<file path="src/sv/cwcm_pkg.sv">
// ----------------------------------------------------------------------------
// cwcm_pkg
// Widths, constants and register indexes shared by the center window color
// mean unit and its stream interfaces.
// ----------------------------------------------------------------------------
package cwcm_pkg;

  localparam int ROW_W       = 12;  // pixel row and column
  localparam int CH_W        = 8;   // one color component
  localparam int MEAN_W      = 8;   // one mean
  localparam int CFG_W       = 13;  // configuration register data
  localparam int CFG_INDEX_W = 1;   // configuration register index
  localparam int SUM_W       = 26;  // running channel sum
  localparam int NUM_CH      = 3;

  localparam logic [SUM_W-1:0]  SUM_MAX  = {SUM_W{1'b1}};
  localparam logic [MEAN_W-1:0] MEAN_MAX = {MEAN_W{1'b1}};

  // floor(h / 10) == (h * RECIP_TENTH) >> RECIP_SHIFT for every h below 2^17.
  localparam int RECIP_W     = 16;
  localparam logic [RECIP_W-1:0] RECIP_TENTH = 16'd52429;
  localparam int RECIP_SHIFT = 19;

  localparam logic [CFG_W-1:0] HEIGHT_RESET = 13'd480;
  localparam logic [CFG_W-1:0] WIDTH_RESET  = 13'd640;

  localparam logic [CFG_INDEX_W-1:0] REG_FRAME_ROWS = 1'd0;
  localparam logic [CFG_INDEX_W-1:0] REG_FRAME_COLS = 1'd1;

endpackage

</file>
<file path="src/sv/cwcm_pixel_if.sv">
// ----------------------------------------------------------------------------
// cwcm_pixel_if
// Valid/ready channel that carries one pixel with its position and the
// end-of-frame mark.
// ----------------------------------------------------------------------------
interface cwcm_pixel_if import cwcm_pkg::*; ();

  logic             valid;
  logic             ready;
  logic [ROW_W-1:0] pixel_row;
  logic [ROW_W-1:0] pixel_col;
  logic [CH_W-1:0]  channel0;
  logic [CH_W-1:0]  channel1;
  logic [CH_W-1:0]  channel2;
  logic             frame_end;

  modport source (
    output valid, pixel_row, pixel_col, channel0, channel1, channel2, frame_end,
    input  ready
  );

  modport sink (
    input  valid, pixel_row, pixel_col, channel0, channel1, channel2, frame_end,
    output ready
  );

endinterface

</file>
<file path="src/sv/cwcm_mean_if.sv">
// ----------------------------------------------------------------------------
// cwcm_mean_if
// Valid/ready channel that carries the three window means of one frame.
// ----------------------------------------------------------------------------
interface cwcm_mean_if import cwcm_pkg::*; ();

  logic              valid;
  logic              ready;
  logic [MEAN_W-1:0] mean0;
  logic [MEAN_W-1:0] mean1;
  logic [MEAN_W-1:0] mean2;
  logic              window_empty;

  modport source (
    output valid, mean0, mean1, mean2, window_empty,
    input  ready
  );

  modport sink (
    input  valid, mean0, mean1, mean2, window_empty,
    output ready
  );

endinterface

</file>
<file path="src/sv/center_window_color_mean_unit.sv">
// ----------------------------------------------------------------------------
// center_window_color_mean_unit
// Sums the color components of the pixels inside a centered square window
// and, on the last pixel of a frame, emits the three truncated means.
// ----------------------------------------------------------------------------
//
//   channel   direction  transaction carries
//   pixels    in         row, column, three components, end of frame
//   means     out        three means, empty-window flag
//   cfg       in         register index and data (write only)
//
// After a pixel is accepted, the sequencer steps through window size,
// window bounds and the accumulate step before it is ready again.
// A pixel that ends a frame with a non-empty window then runs each channel
// in turn through the shared restoring divider, one quotient bit per cycle,
// before the output register is loaded (later while an earlier result is untaken).
// The output register lets a new frame start while a result waits.
// Reset is synchronous and sets the registers to 480 rows by 640 columns.
// ----------------------------------------------------------------------------
module center_window_color_mean_unit import cwcm_pkg::*; #(
  parameter int MAX_DIM = 4096
) (
  input  logic                   clk,
  input  logic                   rst,
  input  logic                   cfg_write_en,
  input  logic [CFG_INDEX_W-1:0] cfg_index,
  input  logic [CFG_W-1:0]       cfg_data,
  cwcm_pixel_if.sink             pixels,
  cwcm_mean_if.source            means
);

  localparam int DW  = $clog2(MAX_DIM + 1);  // clamped dimension
  localparam int EW  = DW + 2;               // signed window bounds
  localparam int PW  = DW + RECIP_W;         // reciprocal product
  localparam int AW  = 2 * DW;               // window area
  localparam int CW  = $clog2(SUM_W);        // divider step counter

  localparam logic [CW-1:0] LAST_STEP = CW'(SUM_W - 1);
  localparam logic [1:0]    LAST_CH   = 2'(NUM_CH - 1);

  typedef enum logic [6:0] {
    S_IDLE = 7'b0000001,
    S_SIDE = 7'b0000010,
    S_WIN  = 7'b0000100,
    S_ACC  = 7'b0001000,
    S_LOAD = 7'b0010000,
    S_DIV  = 7'b0100000,
    S_OUT  = 7'b1000000
  } state_t;

  state_t state;

  logic [CFG_W-1:0] frame_rows;
  logic [CFG_W-1:0] frame_cols;

  // Latched pixel.
  logic [ROW_W-1:0] row;
  logic [ROW_W-1:0] col;
  logic [CH_W-1:0]  comp0;
  logic [CH_W-1:0]  comp1;
  logic [CH_W-1:0]  comp2;
  logic             last;

  logic [DW-1:0]        side;
  logic [AW-1:0]        area;
  logic signed [EW-1:0] top;
  logic signed [EW-1:0] top_end;
  logic signed [EW-1:0] left;
  logic signed [EW-1:0] left_end;

  logic [SUM_W-1:0] sum_first;
  logic [SUM_W-1:0] sum_second;
  logic [SUM_W-1:0] sum_third;

  // Divider.
  logic [SUM_W-1:0]  dvd;
  logic [AW-1:0]     rem;
  logic [SUM_W-1:0]  quo;
  logic [CW-1:0]     cnt;
  logic [1:0]        ch;
  logic [MEAN_W-1:0] res_mean [NUM_CH];
  logic              res_empty;

  // Output register.
  logic              out_valid;
  logic [MEAN_W-1:0] out_mean0;
  logic [MEAN_W-1:0] out_mean1;
  logic [MEAN_W-1:0] out_mean2;
  logic              out_empty;

  logic [DW-1:0]        h_c;
  logic [DW-1:0]        w_c;
  logic [PW-1:0]        side_prod;
  logic signed [EW-1:0] side_s;
  logic signed [EW-1:0] top_v;
  logic signed [EW-1:0] left_v;
  logic signed [EW-1:0] row_s;
  logic signed [EW-1:0] col_s;
  logic                 in_win;
  logic [SUM_W:0]       add0;
  logic [SUM_W:0]       add1;
  logic [SUM_W:0]       add2;
  logic [SUM_W-1:0]     sel_sum;
  logic [AW:0]          trial;
  logic                 fits;
  logic [AW-1:0]        rem_next;
  logic [SUM_W-1:0]     quo_next;
  logic [MEAN_W-1:0]    mean_sat;
  logic                 out_free;

  // Dimensions above the supported maximum are taken as the maximum.
  always_comb begin
    h_c = (32'(frame_rows) > 32'(MAX_DIM)) ? DW'(MAX_DIM) : DW'(frame_rows);
    w_c = (32'(frame_cols) > 32'(MAX_DIM)) ? DW'(MAX_DIM) : DW'(frame_cols);
  end

  assign side_prod = PW'(h_c) * PW'(RECIP_TENTH);
  assign side_s    = $signed(EW'(side));
  // Height never falls below the side, but the width may, so left can go
  // negative; the arithmetic shift floors it.
  assign top_v     = ($signed(EW'(h_c)) - side_s) >>> 1;
  assign left_v    = ($signed(EW'(w_c)) - side_s) >>> 1;

  assign row_s  = $signed(EW'(row));
  assign col_s  = $signed(EW'(col));
  assign in_win = (row_s >= top) && (row_s < top_end) &&
                  (col_s >= left) && (col_s < left_end);

  assign add0 = {1'b0, sum_first}  + (SUM_W + 1)'(comp0);
  assign add1 = {1'b0, sum_second} + (SUM_W + 1)'(comp1);
  assign add2 = {1'b0, sum_third}  + (SUM_W + 1)'(comp2);

  always_comb begin
    unique case (ch)
      2'd0:    sel_sum = sum_first;
      2'd1:    sel_sum = sum_second;
      default: sel_sum = sum_third;
    endcase
  end

  // One restoring division step; the partial remainder stays below the area.
  assign trial    = {rem, dvd[SUM_W-1]};
  assign fits     = trial >= {1'b0, area};
  assign rem_next = fits ? AW'(trial - {1'b0, area}) : AW'(trial);
  assign quo_next = {quo[SUM_W-2:0], fits};
  assign mean_sat = (|quo_next[SUM_W-1:MEAN_W]) ? MEAN_MAX : quo_next[MEAN_W-1:0];

  assign out_free = !out_valid || means.ready;

  always_ff @(posedge clk) begin
    if (rst) begin
      frame_rows <= HEIGHT_RESET;
      frame_cols <= WIDTH_RESET;
    end else if (cfg_write_en) begin
      unique case (cfg_index)
        REG_FRAME_ROWS: frame_rows <= cfg_data;
        REG_FRAME_COLS: frame_cols <= cfg_data;
        default: ;
      endcase
    end
  end

  always_ff @(posedge clk) begin
    if (rst) begin
      state      <= S_IDLE;
      sum_first  <= '0;
      sum_second <= '0;
      sum_third  <= '0;
      out_valid  <= 1'b0;
    end else begin
      if (out_valid && means.ready) begin
        out_valid <= 1'b0;
      end
      unique case (state)
        S_IDLE: begin
          if (pixels.valid) begin
            state <= S_SIDE;
          end
        end
        S_SIDE: begin
          state <= S_WIN;
        end
        S_WIN: begin
          state <= S_ACC;
        end
        S_ACC: begin
          if (in_win) begin
            sum_first  <= add0[SUM_W] ? SUM_MAX : add0[SUM_W-1:0];
            sum_second <= add1[SUM_W] ? SUM_MAX : add1[SUM_W-1:0];
            sum_third  <= add2[SUM_W] ? SUM_MAX : add2[SUM_W-1:0];
          end
          priority if (!last) begin
            state <= S_IDLE;
          end else if (side == '0) begin
            state <= S_OUT;
          end else begin
            state <= S_LOAD;
          end
        end
        S_LOAD: begin
          state <= S_DIV;
        end
        S_DIV: begin
          if (cnt == LAST_STEP) begin
            state <= (ch == LAST_CH) ? S_OUT : S_LOAD;
          end
        end
        S_OUT: begin
          if (out_free) begin
            out_valid  <= 1'b1;
            sum_first  <= '0;
            sum_second <= '0;
            sum_third  <= '0;
            state      <= S_IDLE;
          end
        end
        default: state <= S_IDLE;
      endcase
    end
  end

  // Datapath registers; the sequencer above decides when they matter.
  always_ff @(posedge clk) begin
    unique case (state)
      S_IDLE: begin
        row   <= pixels.pixel_row;
        col   <= pixels.pixel_col;
        comp0 <= pixels.channel0;
        comp1 <= pixels.channel1;
        comp2 <= pixels.channel2;
        last  <= pixels.frame_end;
        ch    <= '0;
      end
      S_SIDE: begin
        side <= DW'(side_prod >> RECIP_SHIFT);
      end
      S_WIN: begin
        top      <= top_v;
        top_end  <= top_v + side_s;
        left     <= left_v;
        left_end <= left_v + side_s;
        area     <= AW'(side) * AW'(side);
      end
      S_ACC: begin
        res_empty <= (side == '0);
        for (int i = 0; i < NUM_CH; i++) begin
          res_mean[i] <= '0;
        end
      end
      S_LOAD: begin
        dvd <= sel_sum;
        rem <= '0;
        quo <= '0;
        cnt <= '0;
      end
      S_DIV: begin
        dvd <= dvd << 1;
        rem <= rem_next;
        quo <= quo_next;
        cnt <= cnt + 1'b1;
        if (cnt == LAST_STEP) begin
          res_mean[ch] <= mean_sat;
          ch           <= ch + 1'b1;
        end
      end
      S_OUT: begin
        if (out_free) begin
          out_mean0 <= res_mean[0];
          out_mean1 <= res_mean[1];
          out_mean2 <= res_mean[2];
          out_empty <= res_empty;
        end
      end
      default: ;
    endcase
  end

  assign pixels.ready       = (state == S_IDLE);
  assign means.valid        = out_valid;
  assign means.mean0        = out_mean0;
  assign means.mean1        = out_mean1;
  assign means.mean2        = out_mean2;
  assign means.window_empty = out_empty;

endmodule
</file>
<file path="src/flat_wrapper.sv">
// flat-port wrapper written by rule: the top's interface ports become plain ports
module center_window_color_mean_unit_flat import cwcm_pkg::*;
#(
  parameter int MAX_DIM = 4096
)
  (clk, rst, cfg_write_en, cfg_index, cfg_data, pixels_valid, pixels_pixel_row, pixels_pixel_col, pixels_channel0, pixels_channel1, pixels_channel2, pixels_frame_end, pixels_ready, means_valid, means_mean0, means_mean1, means_mean2, means_window_empty, means_ready);
  cwcm_pixel_if pixels_i ();
  cwcm_mean_if means_i ();
  input  logic clk;
  input  logic rst;
  input  logic cfg_write_en;
  input  logic [CFG_INDEX_W-1:0] cfg_index;
  input  logic [CFG_W-1:0] cfg_data;
  input wire logic [$bits(pixels_i.valid)-1:0] pixels_valid;
  input wire logic [$bits(pixels_i.pixel_row)-1:0] pixels_pixel_row;
  input wire logic [$bits(pixels_i.pixel_col)-1:0] pixels_pixel_col;
  input wire logic [$bits(pixels_i.channel0)-1:0] pixels_channel0;
  input wire logic [$bits(pixels_i.channel1)-1:0] pixels_channel1;
  input wire logic [$bits(pixels_i.channel2)-1:0] pixels_channel2;
  input wire logic [$bits(pixels_i.frame_end)-1:0] pixels_frame_end;
  output wire logic [$bits(pixels_i.ready)-1:0] pixels_ready;
  output wire logic [$bits(means_i.valid)-1:0] means_valid;
  output wire logic [$bits(means_i.mean0)-1:0] means_mean0;
  output wire logic [$bits(means_i.mean1)-1:0] means_mean1;
  output wire logic [$bits(means_i.mean2)-1:0] means_mean2;
  output wire logic [$bits(means_i.window_empty)-1:0] means_window_empty;
  input wire logic [$bits(means_i.ready)-1:0] means_ready;
  assign pixels_i.valid = pixels_valid;
  assign pixels_i.pixel_row = pixels_pixel_row;
  assign pixels_i.pixel_col = pixels_pixel_col;
  assign pixels_i.channel0 = pixels_channel0;
  assign pixels_i.channel1 = pixels_channel1;
  assign pixels_i.channel2 = pixels_channel2;
  assign pixels_i.frame_end = pixels_frame_end;
  assign pixels_ready = pixels_i.ready;
  assign means_valid = means_i.valid;
  assign means_mean0 = means_i.mean0;
  assign means_mean1 = means_i.mean1;
  assign means_mean2 = means_i.mean2;
  assign means_window_empty = means_i.window_empty;
  assign means_i.ready = means_ready;
  center_window_color_mean_unit #(.MAX_DIM(MAX_DIM)) u_core (.clk(clk), .rst(rst), .cfg_write_en(cfg_write_en), .cfg_index(cfg_index), .cfg_data(cfg_data), .pixels(pixels_i), .means(means_i));
endmodule
</file>
<file path="config.mk">
export PLATFORM = sky130hd
export DESIGN_NAME = center_window_color_mean_unit_flat
export DESIGN_NICKNAME = d
export VERILOG_FILES = /design/src/sv/cwcm_pkg.sv /design/src/sv/cwcm_pixel_if.sv /design/src/sv/cwcm_mean_if.sv /design/src/sv/center_window_color_mean_unit.sv /design/src/flat_wrapper.sv
export SDC_FILE = /design/constraint.sdc
export NUM_CORES = 1
export LEC_CHECK = 0
export ABC_AREA = 1
export BUFFER_PORTS_ARGS = -buffer_cell sky130_fd_sc_hd__buf_2
export CELL_PAD_IN_SITES_DETAIL_PLACEMENT = 0
export CELL_PAD_IN_SITES_GLOBAL_PLACEMENT = 1
export CORE_MARGIN = 2
export CORE_UTILIZATION = 52
export CTS_CLUSTER_DIAMETER = 30
export DETAILED_ROUTE_END_ITERATION = 10
export PLACE_DENSITY_LB_ADDON = 0.1
export SETUP_SLACK_MARGIN = 0.3
export SLEW_MARGIN = 20
export SYNTH_ARGS = -nofsm -noshare
export SYNTH_HDL_FRONTEND = slang
export SYNTH_SLANG_ARGS = --single-unit
</file>
<file path="constraint.sdc">
create_clock -name clk -period 12.75 [get_ports clk]
set_input_delay 0.6375 -clock clk [delete_from_list [all_inputs] [get_ports clk]]
set_output_delay 0.6375 -clock clk [all_outputs]
set_load 0.03 [all_outputs]
</file>
Yosys cells after proc, flatten, opt, wreduce, memory -nomap -nowiden

Memories as Yosys holds them, arrays and structs flattened. A register that Yosys moved wholly into a read port is not among the register bits.
Cells that the tools add are included.

Register bits after elaboration: 339
Bits in writable memories: 24
Memories: 1

Memory list:

| memory          | depth | width | rd ports | clocked after Yosys merged registers in | wr ports | RTL line                            | text |
|---|---|---|---|---|---|---|---|
| u_core.res_mean | 3     | 8     | 3        | 3                                       | 3        | center_window_color_mean_unit.sv:81 | `logic [MEAN_W-1:0] res_mean [NUM_CH];` |

$add $sub $neg: 10
$mul: 2
$lt $le $gt $ge: 7
Equal/unequal tests: 14
Muxes and demuxes: 39
Bitwise gates (word level): 1
Reduce and logical (&&, ||, !) cells: 19

Operators with widths:

| operator                                                              | count |
|---|---|
| 26-bit one-hot mux with 2 select lines                                | 6 |
| 26-bit 2-to-1 mux                                                     | 8 |
| 26-bit by 8-bit adder with 27-bit output                              | 3 |
| 25-bit one-hot mux with 2 select lines                                | 1 |
| 7-bit one-hot mux with 7 select lines                                 | 1 |
| 7-bit 2-to-1 mux                                                      | 6 |
| 13-bit by 15-bit less-than comparator with 1-bit output               | 2 |
| 13-bit by 16-bit multiplier with 29-bit output, second input constant | 1 |
| 13-bit by 11-bit adder with 14-bit output                             | 2 |
| 13-bit by 10-bit subtractor with 14-bit output                        | 2 |
| 27-bit by 26-bit >= comparator with 1-bit output                      | 1 |
| 13-bit >= comparator                                                  | 2 |
| 13-bit > comparator, second input constant                            | 2 |
| 13-bit 2-to-1 mux                                                     | 2 |
| 26-bit subtractor                                                     | 1 |
| 10-bit by 10-bit multiplier with 20-bit output                        | 1 |
| 18-bit OR reduction                                                   | 1 |
| 8-bit 2-to-1 mux                                                      | 2 |
| 13-bit logical NOT                                                    | 1 |
| 5-bit one-hot mux with 2 select lines                                 | 1 |
| 1-bit 2-to-1 mux                                                      | 9 |
| 2-bit AND reduction                                                   | 4 |
| 8-bit OR reduction                                                    | 1 |
| 7-bit by 1-bit == test with 1-bit output, second input constant       | 1 |
| 22 further kinds                                                      | 31 |

Depth between registers and ports, before layout

Gate-level depths: netlist of run 1.

Depth in word-level cells: 6
Depth in mapped cells: 29
Gate-level depth less buffers: 29

Worst setup path before layout of run 1

No wires, ideal clock.

Path kind: register -> register
From: reg u_core.state[4]
To: reg u_core.state[3]
Library setup time: 97 ps
Arrival: 8262 ps
Required time: 12653 ps
Setup slack: 4391 ps
Cell stages (with the launch flop): 5
Buffers on the path: 0
Cell sequence: dfxtp_1 nor2_1 nand2_1 nor4_1 and3_1

Cells in the longest elaborated chain, start to end: 3
Elaborated cells on any way between the ends: 12
Those cells by class: 10 x eq/ne; 1 x mux; 1 x reduce/logical

RTL lines:

| item                                                                                                              | RTL line                             | text |
|---|---|---|
| start, declared                                                                                                   | center_window_color_mean_unit.sv:51  | `state_t state;` |
| start signal, assigned                                                                                            | center_window_color_mean_unit.sv:205 | `state <= (ch == LAST_CH) ? S_OUT : S_LOAD;` |
| 7-bit by 6-bit == test with 1-bit output (tied with other cells)                                                  | center_window_color_mean_unit.sv:174 | `unique case (state)` |
| 2-bit by 1-bit inequality test with 1-bit output (no source line) / 2-bit inequality test (equally long branches) | -                                    |  |
| 3-bit AND reduction (no source line)                                                                              | -                                    |  |

Several ways; a longest one is shown, not always the timed one.
A chain may end at the register's enable or synchronous reset.

Worst setup path in the final report of run 1

From: reg u_core.frame_rows[4]
To: reg u_core.side[6], data pin

Cells in the longest elaborated chain, start to end: 3

RTL lines:

| item                                             | RTL line                             | text |
|---|---|---|
| start, declared                                  | center_window_color_mean_unit.sv:53  | `logic [CFG_W-1:0] frame_rows;` |
| start signal, assigned                           | center_window_color_mean_unit.sv:156 | `REG_FRAME_ROWS: frame_rows <= cfg_data;` |
| 13-bit > comparator                              | center_window_color_mean_unit.sv:113 | `h_c = (32'(frame_rows) > 32'(MAX_DIM)) ? DW'(MAX_DIM) : DW'(frame_rows);` |
| 13-bit 2-to-1 mux *                              | center_window_color_mean_unit.sv:113 |  |
| 13-bit by 16-bit multiplier with 29-bit output * | center_window_color_mean_unit.sv:117 | `assign side_prod = PW'(h_c) * PW'(RECIP_TENTH);` |
| net u_core.side_prod[25]                         | center_window_color_mean_unit.sv:93  | `logic [PW-1:0] side_prod;` |
| end signal, assigned                             | center_window_color_mean_unit.sv:235 | `side <= DW'(side_prod >> RECIP_SHIFT);` |
| end, declared                                    | center_window_color_mean_unit.sv:64  | `logic [DW-1:0] side;` |

Mark *: on every way through the listed nets, which the timed path passes. The rest lies on a longest branch.

==> impl_metrics.yaml, run 1 <==
grt:
  grt_max_degree: 83
  grt_pass1_wl_um: 124000
  overflow: 0
  antenna_found_initial: 0
  grt_pass1_vias: 23900
  grtUsageTotal: 0.278
synthesis:
  synthMuxAreaShare: 0
  ys_ff_latch: 378
  syn_inst: 3537
  avgSynthCellArea_sq_um: 7.97
  synth_enable_flop_cells: 266
  synthTopCellsByCount: "nand2_1 (787), inv_1 (622), a21oi_1 (298)"
  yosys.area.top_type: "edfxtp_1"
  synth_top_family_by_area: "simple AND/OR/NAND/NOR gates"
  ys_warn_count: 0
  async_flop_share: 0
  synth_compound_area_frac: 0.0965
  yosysUniqueCellTypes: 49
  synth_top_flop_cell: "edfxtp_1"
  synth_fa_ha_area_frac: 0.190
  synth.cell_area_sq_um: 28200
  synth_fp_nets: 3972
  seq_area_frac_synth: 0.363
  ys_top_cells_by_area: "edfxtp_1 (28%), ha_1 (12%), nand2_1 (10%), inv_1 (8.3%), dfxtp_1 (8.0%)"
  synth-xor-area-share: 0.0367
  yosysTopAreaCellShare: 0.283
  yosysMostFrequentCell: "nand2_1"
  synthSimpleGateAreaFrac: 0.215
finish:
  area_growth_pct: 15.8
  drive_gt1_frac: 0.0799
  nNetsFinal: 4086
  antenna_cells: 0
  fin_area_sq_um: 32700
  fillers: 4796
  final_util: 0.608
setup_path:
  start_kind: "flip-flop"
  path_cells: "nor2_1, nand2_1, nor2_1, nand2_1, nand2_1, inv_1, nor2_1, inv_1, ha_1, fa_1, inv_1, fa_1, inv_1, fa_1, fa_1, inv_1, ha_1, a21oi_1, o21ai_0, a21oi_1, nor2_1, a211oi_1, nand2_1, xor2_1"
  end_kind: "flip-flop"
  r2r_slack_ns: 7.04
  regToRegStartpoint: "u_core.frame_rows[4]"
  required_ns: 13.12
  cpMaxStageDelayCell: "fa_1"
  worst-path-buf-inv: 5
  cp_slowest_stage_delay_ns: 0.60
  crit_type: "reg -> reg"
  reg2reg_depth: 24
  r2r-end: "u_core.side[6]"
  critPathTopFamily: "adder cells"
  critPathArrivalTime_ns: 6.07
  crit_top_cell: "inv_1"
  critical_path.max_fanout: 7
hold_path:
  worstHoldStart: "pixels_channel0[4]"
  hold_depth: 1
  min_to: "u_core.comp0[4]"
  hold_class: "in -> reg"
clock_network:
  ctsResizeCount: 0
  cts_root_buf: "clkbuf_16"
  insertion_delay_ns: 0.65
  post_cts_buffers: 0
  cts_tree: "yes"
  cts_buffers: 92
  clk_path_buf_depth: 3
  cts-hold-fix-buffers: 0
  cts.sinks: 378
  cts.clk_slew.worst_paths_ns: 0.05
  cts-htree-levels: 3
route:
  detail-route-antenna-nets: 0
  drc: 0
  avgRoutedWirePerCell_um: 17.6
  wl_um: 77800
  vias: 23700
  dr.pass1.iters: 8
  drt_iter0_markers: 1465
  avgViaCountPerCell: 5.35
timing:
  whs_ns: 0.161
  timing.setup.tns_ns: 0
  max-slew-margin-rel: 0.227
  drv_slew: 0
  fmax_mhz: 175
  min_period_ns: 5.71
  period_share: 0.448
  fin_skew_ns: 0.0486
  setup_viol: 0
  grt_setup_unrepaired: "false"
  worstMarginPinSlew_ns: 1.16
  hold_viol: 0
status:
  status: "finished clean"
floorplan:
  dieArea_sq_um: 56100
  start_util: 0.525
  fp.dieW_um: 237
  fp.dieH_um: 237
  core_sq_um: 53700
  rows: 85
  ios: 95
place:
  place_congestion: 0.930
  placed_area_sq_um: 29300
  port_buffers: 94
  place_hpwl_um: 58300
run:
  drv_cap: 0
power:
  p_leak_nw: 15.4
  peakVddDrop_v: 0.000192
  power.density_nw_per_um2: 224
-- metrics by stage --
step           power, mW  setup slack (ns)  instances
6_report            7.31              7.04       4426
3_3_place_gp        4.77              7.08       4252
5_1_grt             7.85              6.55       4426
2_1_floorplan       4.01              4.39       3537
4_1_cts             7.37              7.04       4425
3_5_place_dp        4.83              7.07       4252
-- kinds of logic after synthesis --
family                     Yosys count
and+or+nand+nor                   1440
buffers and inverters              726
AOI/OAI and AO/OA                  508
DFF                                378
adders and majority gates          367
xor gates and xnor gates           118
-- cells in the final DEF (no fill, tap or decap), types with 18 or more instances in the layout --
cell | Yosys | layout
buf_2 | 25 | 94
nor2_1 | 259 | 258
nand3_1 | 254 | 254
nor3_1 | 42 | 41
ha_1 | 266 | 266
buf_4 | 3 | 19
bufinv_16 | 0 | 18
xor2_1 | 69 | 69
dfxtp_1 | 112 | 112
fa_1 | 101 | 101
nand2_1 | 787 | 785
inv_1 | 622 | 621
clkinv_2 | 0 | 19
a21oi_1 | 298 | 298
o21ai_0 | 132 | 132
o22ai_1 | 18 | 18
nand4_1 | 52 | 52
edfxtp_1 | 266 | 266
clkbuf_16 | 0 | 92
xnor2_1 | 49 | 49
-- worst max-delay path by stage --
stage | start | end | slack (ns) | cells past startpoint
2_1_floorplan | u_core.state[4] | u_core.state[3] | 4.39 | 4
3_3_place_gp | u_core.frame_rows[0] | u_core.side[8] | 7.08 | 26
3_5_place_dp | u_core.frame_rows[4] | u_core.side[7] | 7.07 | 27
4_1_cts | u_core.frame_rows[4] | u_core.side[6] | 7.04 | 24
5_1_grt | u_core.frame_rows[0] | u_core.side[6] | 6.55 | 24
6_report | u_core.frame_rows[4] | u_core.side[6] | 7.04 | 24
-- report_power, final --
| group | switching (mW) | internal (mW) | leakage, nW | total (mW) |
|---|---|---|---|---|
| logic | 1.95 | 1.14 | 10.5 | 3.09 |
| registers | 0.102 | 1.61 | 3.29 | 1.72 |
| clock network | 0.785 | 1.72 | 1.62 | 2.50 |
| total | 2.84 | 4.47 | 15.4 | 7.31 |
-- routing by layer --
layer / wire length (um) / vias up / global-route usage
li1: - / 11800 / -
met1: 33400 / 11100 / 0.347
met2: 37800 / 600 / 0.485
met3: 3500 / 177 / 0.0424
met4: 3050 / 0 / 0.110
met5: 0 / - / 0
-- worst register-to-register path, stage by stage, from the launching register on --
cell and delay [ns]:
dfxtp_1 0.31, nor2_1 0.10, nand2_1 0.06, nor2_1 0.12, nand2_1 0.06, nand2_1 0.16
inv_1 0.13, nor2_1 0.33, inv_1 0.17, ha_1 0.35, fa_1 0.60, inv_1 0.09
fa_1 0.51, inv_1 0.06, fa_1 0.51, fa_1 0.53, inv_1 0.05, ha_1 0.33
a21oi_1 0.13, o21ai_0 0.13, a21oi_1 0.24, nor2_1 0.06, a211oi_1 0.17, nand2_1 0.09
xor2_1 0.15
-- cell type report --
| type | count | area [sq um] | area share |
|---|---|---|---|
| Inverter | 632 | 2370 | 0.0726 |
| Tap cell | 696 | 871 | 0.0267 |
| Timing Repair Buffer | 114 | 628 | 0.0192 |
| Multi-Input combinational cell | 2433 | 15200 | 0.466 |
| Clock buffer | 105 | 2380 | 0.0729 |
| Clock inverter | 68 | 962 | 0.0295 |
| Sequential cell | 378 | 10200 | 0.313 |
-- sequential cells by signal, indices dropped and copies added (netlist names), 7 cells and up --
register / count
u_core.dvd: 26
u_core.rem: 26
u_core.sum_first: 26
u_core.sum_second: 26
u_core.sum_third: 26
u_core.quo: 25
u_core.res_mean: 24
u_core.area: 19
u_core.left_end: 14
u_core.top_end: 14
u_core.frame_cols: 13
u_core.frame_rows: 13
u_core.left: 13
u_core.top: 13
u_core.col: 12
u_core.row: 12
u_core.side: 10
means_mean0: 8
means_mean1: 8
means_mean2: 8
u_core.comp0: 8
u_core.comp1: 8
u_core.comp2: 8
u_core.state: 7
No activity file was read; power rests on OpenSTA's default activity.
==> run 2, diff against run 1 <==
Settings changed: CORE_UTILIZATION 52 to 48.
Clock period 12.75 ns to 5.4 ns, I/O delays scaled along.
==> run 2 against run 1 <==
  * Clock power grew 130%
  * Clock-buffer cell count grew 6
  * Global-route usage shrank 1.7 points
  * Via count grew 1.7%
  * Worst hold slack lost 0.12 ns
==> impl_metrics.yaml, run 2 (synthesis gave the netlist of run 1 again) <==
clock_network:
  insertion_delay_ns: 0.65
  cts.clk_slew.worst_paths_ns: 0.05
  cts_buffers: 91
  cts-htree-levels: 3
  cts.sinks: 378
  cts_root_buf: "clkbuf_16"
  cts_tree: "yes"
  clk_path_buf_depth: 3
finish:
  multiInputGateArea_sq_um: 15600
  antenna_cells: 0
  mostFrequentLayoutCells: "nand2_1 (772), inv_1 (610), a21oi_1 (282)"
  final_common_cell: "nand2_1"
  nNetsFinal: 4179
  fillers: 5271
  seqCellArea_sq_um: 10200
  area_growth_pct: 20.3
  drive_gt1_frac: 0.105
timing:
  hold_viol: 0
  timing.setup.tns_ns: 0
  setup_viol: 0
  grt_setup_unrepaired: "true"
  drv_slew: 0
  period_share: 0.915
  fin_skew_ns: 0.0430
  fmax_mhz: 202
  min_period_ns: 4.94
  worstMarginPinSlew_ns: 1.07
  max-slew-margin-rel: 0.284
power:
  power_mw: 17.8
  power.density_nw_per_um2: 525
  p_leak_nw: 15.7
  peakVddDrop_v: 0.000532
route:
  detail-route-antenna-nets: 0
  wl_um: 78700
  avgViaCountPerCell: 5.25
  avgRoutedWirePerCell_um: 17.2
  dr.pass1.iters: 5
  drc: 0
  drt_iter0_markers: 1226
  vias: 24100
setup_path:
  critical_path.max_fanout: 6
  start_kind: "flip-flop"
  end_kind: "flip-flop"
  reg2reg_depth: 26
  crit_type: "reg -> reg"
  regToRegStartpoint: "u_core.frame_rows[1]"
  critPathArrivalTime_ns: 5.33
  required_ns: 5.79
  worstSetupStartpoint: "u_core.frame_rows[1]"
floorplan:
  fp.dieW_um: 246
  dieArea_sq_um: 60700
  rows: 88
  core_sq_um: 57900
  fp.dieH_um: 246
  ios: 95
  start_util: 0.487
hold_path:
  hold_depth: 3
  worstHoldStart: "pixels_valid"
  hold_class: "in -> reg"
run:
  drv_cap: 0
place:
  port_buffers: 94
  place_hpwl_um: 58600
  place_congestion: 0.904
grt:
  grtUsageTotal: 0.262
  grt_max_degree: 83
  antenna_found_initial: 1
  grt_pass1_wl_um: 126000
  overflow: 0
  grt_pass1_vias: 24000
status:
  status: "finished clean"
## run 2: changes by cell type in the layout (fill, tap and decap cells not counted), sizes merged
cell,change
buf,+31
bufinv,-6
clkbuf,+6
clkinv,+2
clkinvlp,+1
dlygate4sd3,+63
inv,-5
## run 2: metrics by stage
| step | instances | instance area, sq um | worst slack [ns] | utilization | hold WS (ns) |
|---|---|---|---|---|---|
| floorplan | 3537 | 28200 | 0.332 | - | 0.369 |
| global placement | 4341 | 29500 | 0.212 | 0.510 | 0.404 |
| detailed placement | 4342 | 29500 | 0.136 | 0.510 | 0.405 |
| CTS | 4578 | 33500 | 0.233 | 0.578 | 0.0271 |
| global route | 4587 | 33900 | 0.169 | 0.586 | 0.0783 |
| finish | 4587 | 33900 | 0.460 | 0.586 | 0.0415 |
## run 2: power breakdown
group          internal [mW]  switching, mW
Sequential              3.81          0.211
Combinational           3.13           5.01
Clock                   3.78           1.87
Total                   10.7           7.09
## run 2: repair_timing
item / CTS / global route
resized for setup: 8 / 97
hold endpoints to repair: 73 / 0
setup endpoints to repair: 11 / 15
hold buffers: 63 / 0
pin swaps: 3 / 42
buffers inserted: 2 / 9
## run 2: worst max-delay path: stages (launching register included)
cell	delay [ns]
dfxtp_2	0.32
nor2_1	0.10
nand2_1	0.08
nor2_2	0.11
nand2_1	0.07
nand2_2	0.12
buf_6	0.15
nand2_2	0.08
inv_2	0.07
ha_2	0.18
inv_1	0.06
fa_2	0.51
fa_2	0.63
fa_2	0.45
fa_1	0.51
inv_1	0.07
ha_4	0.26
nand2_2	0.12
nor2_1	0.07
o211ai_1	0.19
nand3_1	0.11
a21oi_2	0.14
nand2_2	0.08
nand2_1	0.08
nand2_1	0.05
nand2_1	0.05
nand2_1	0.06
## run 2: routing by layer
metal	track usage	wire, um	vias up
met5	0	0	-
met4	0.0964	2890	0
met3	0.0390	3230	165
met2	0.460	38600	571
met1	0.324	34000	11400
li1	-	-	12000
## run 2: final timing paths
check / endpoint / slack (ns)
max: u_core.side[7] / 0.46
min: u_core.state[5] / 0.04
max reg2reg: u_core.side[7] / 0.46
min reg2reg: means_mean1[4] / 0.40
## run 2: area by class of cell
type | count | share of cell area
flip-flops and latches | 378 | 0.302
inverters | 632 | 0.0701
multi-input cells | 2433 | 0.461
repair buffers | 208 | 0.0442
clock inverters | 60 | 0.0242
clock buffers | 111 | 0.0711
well taps | 765 | 0.0282
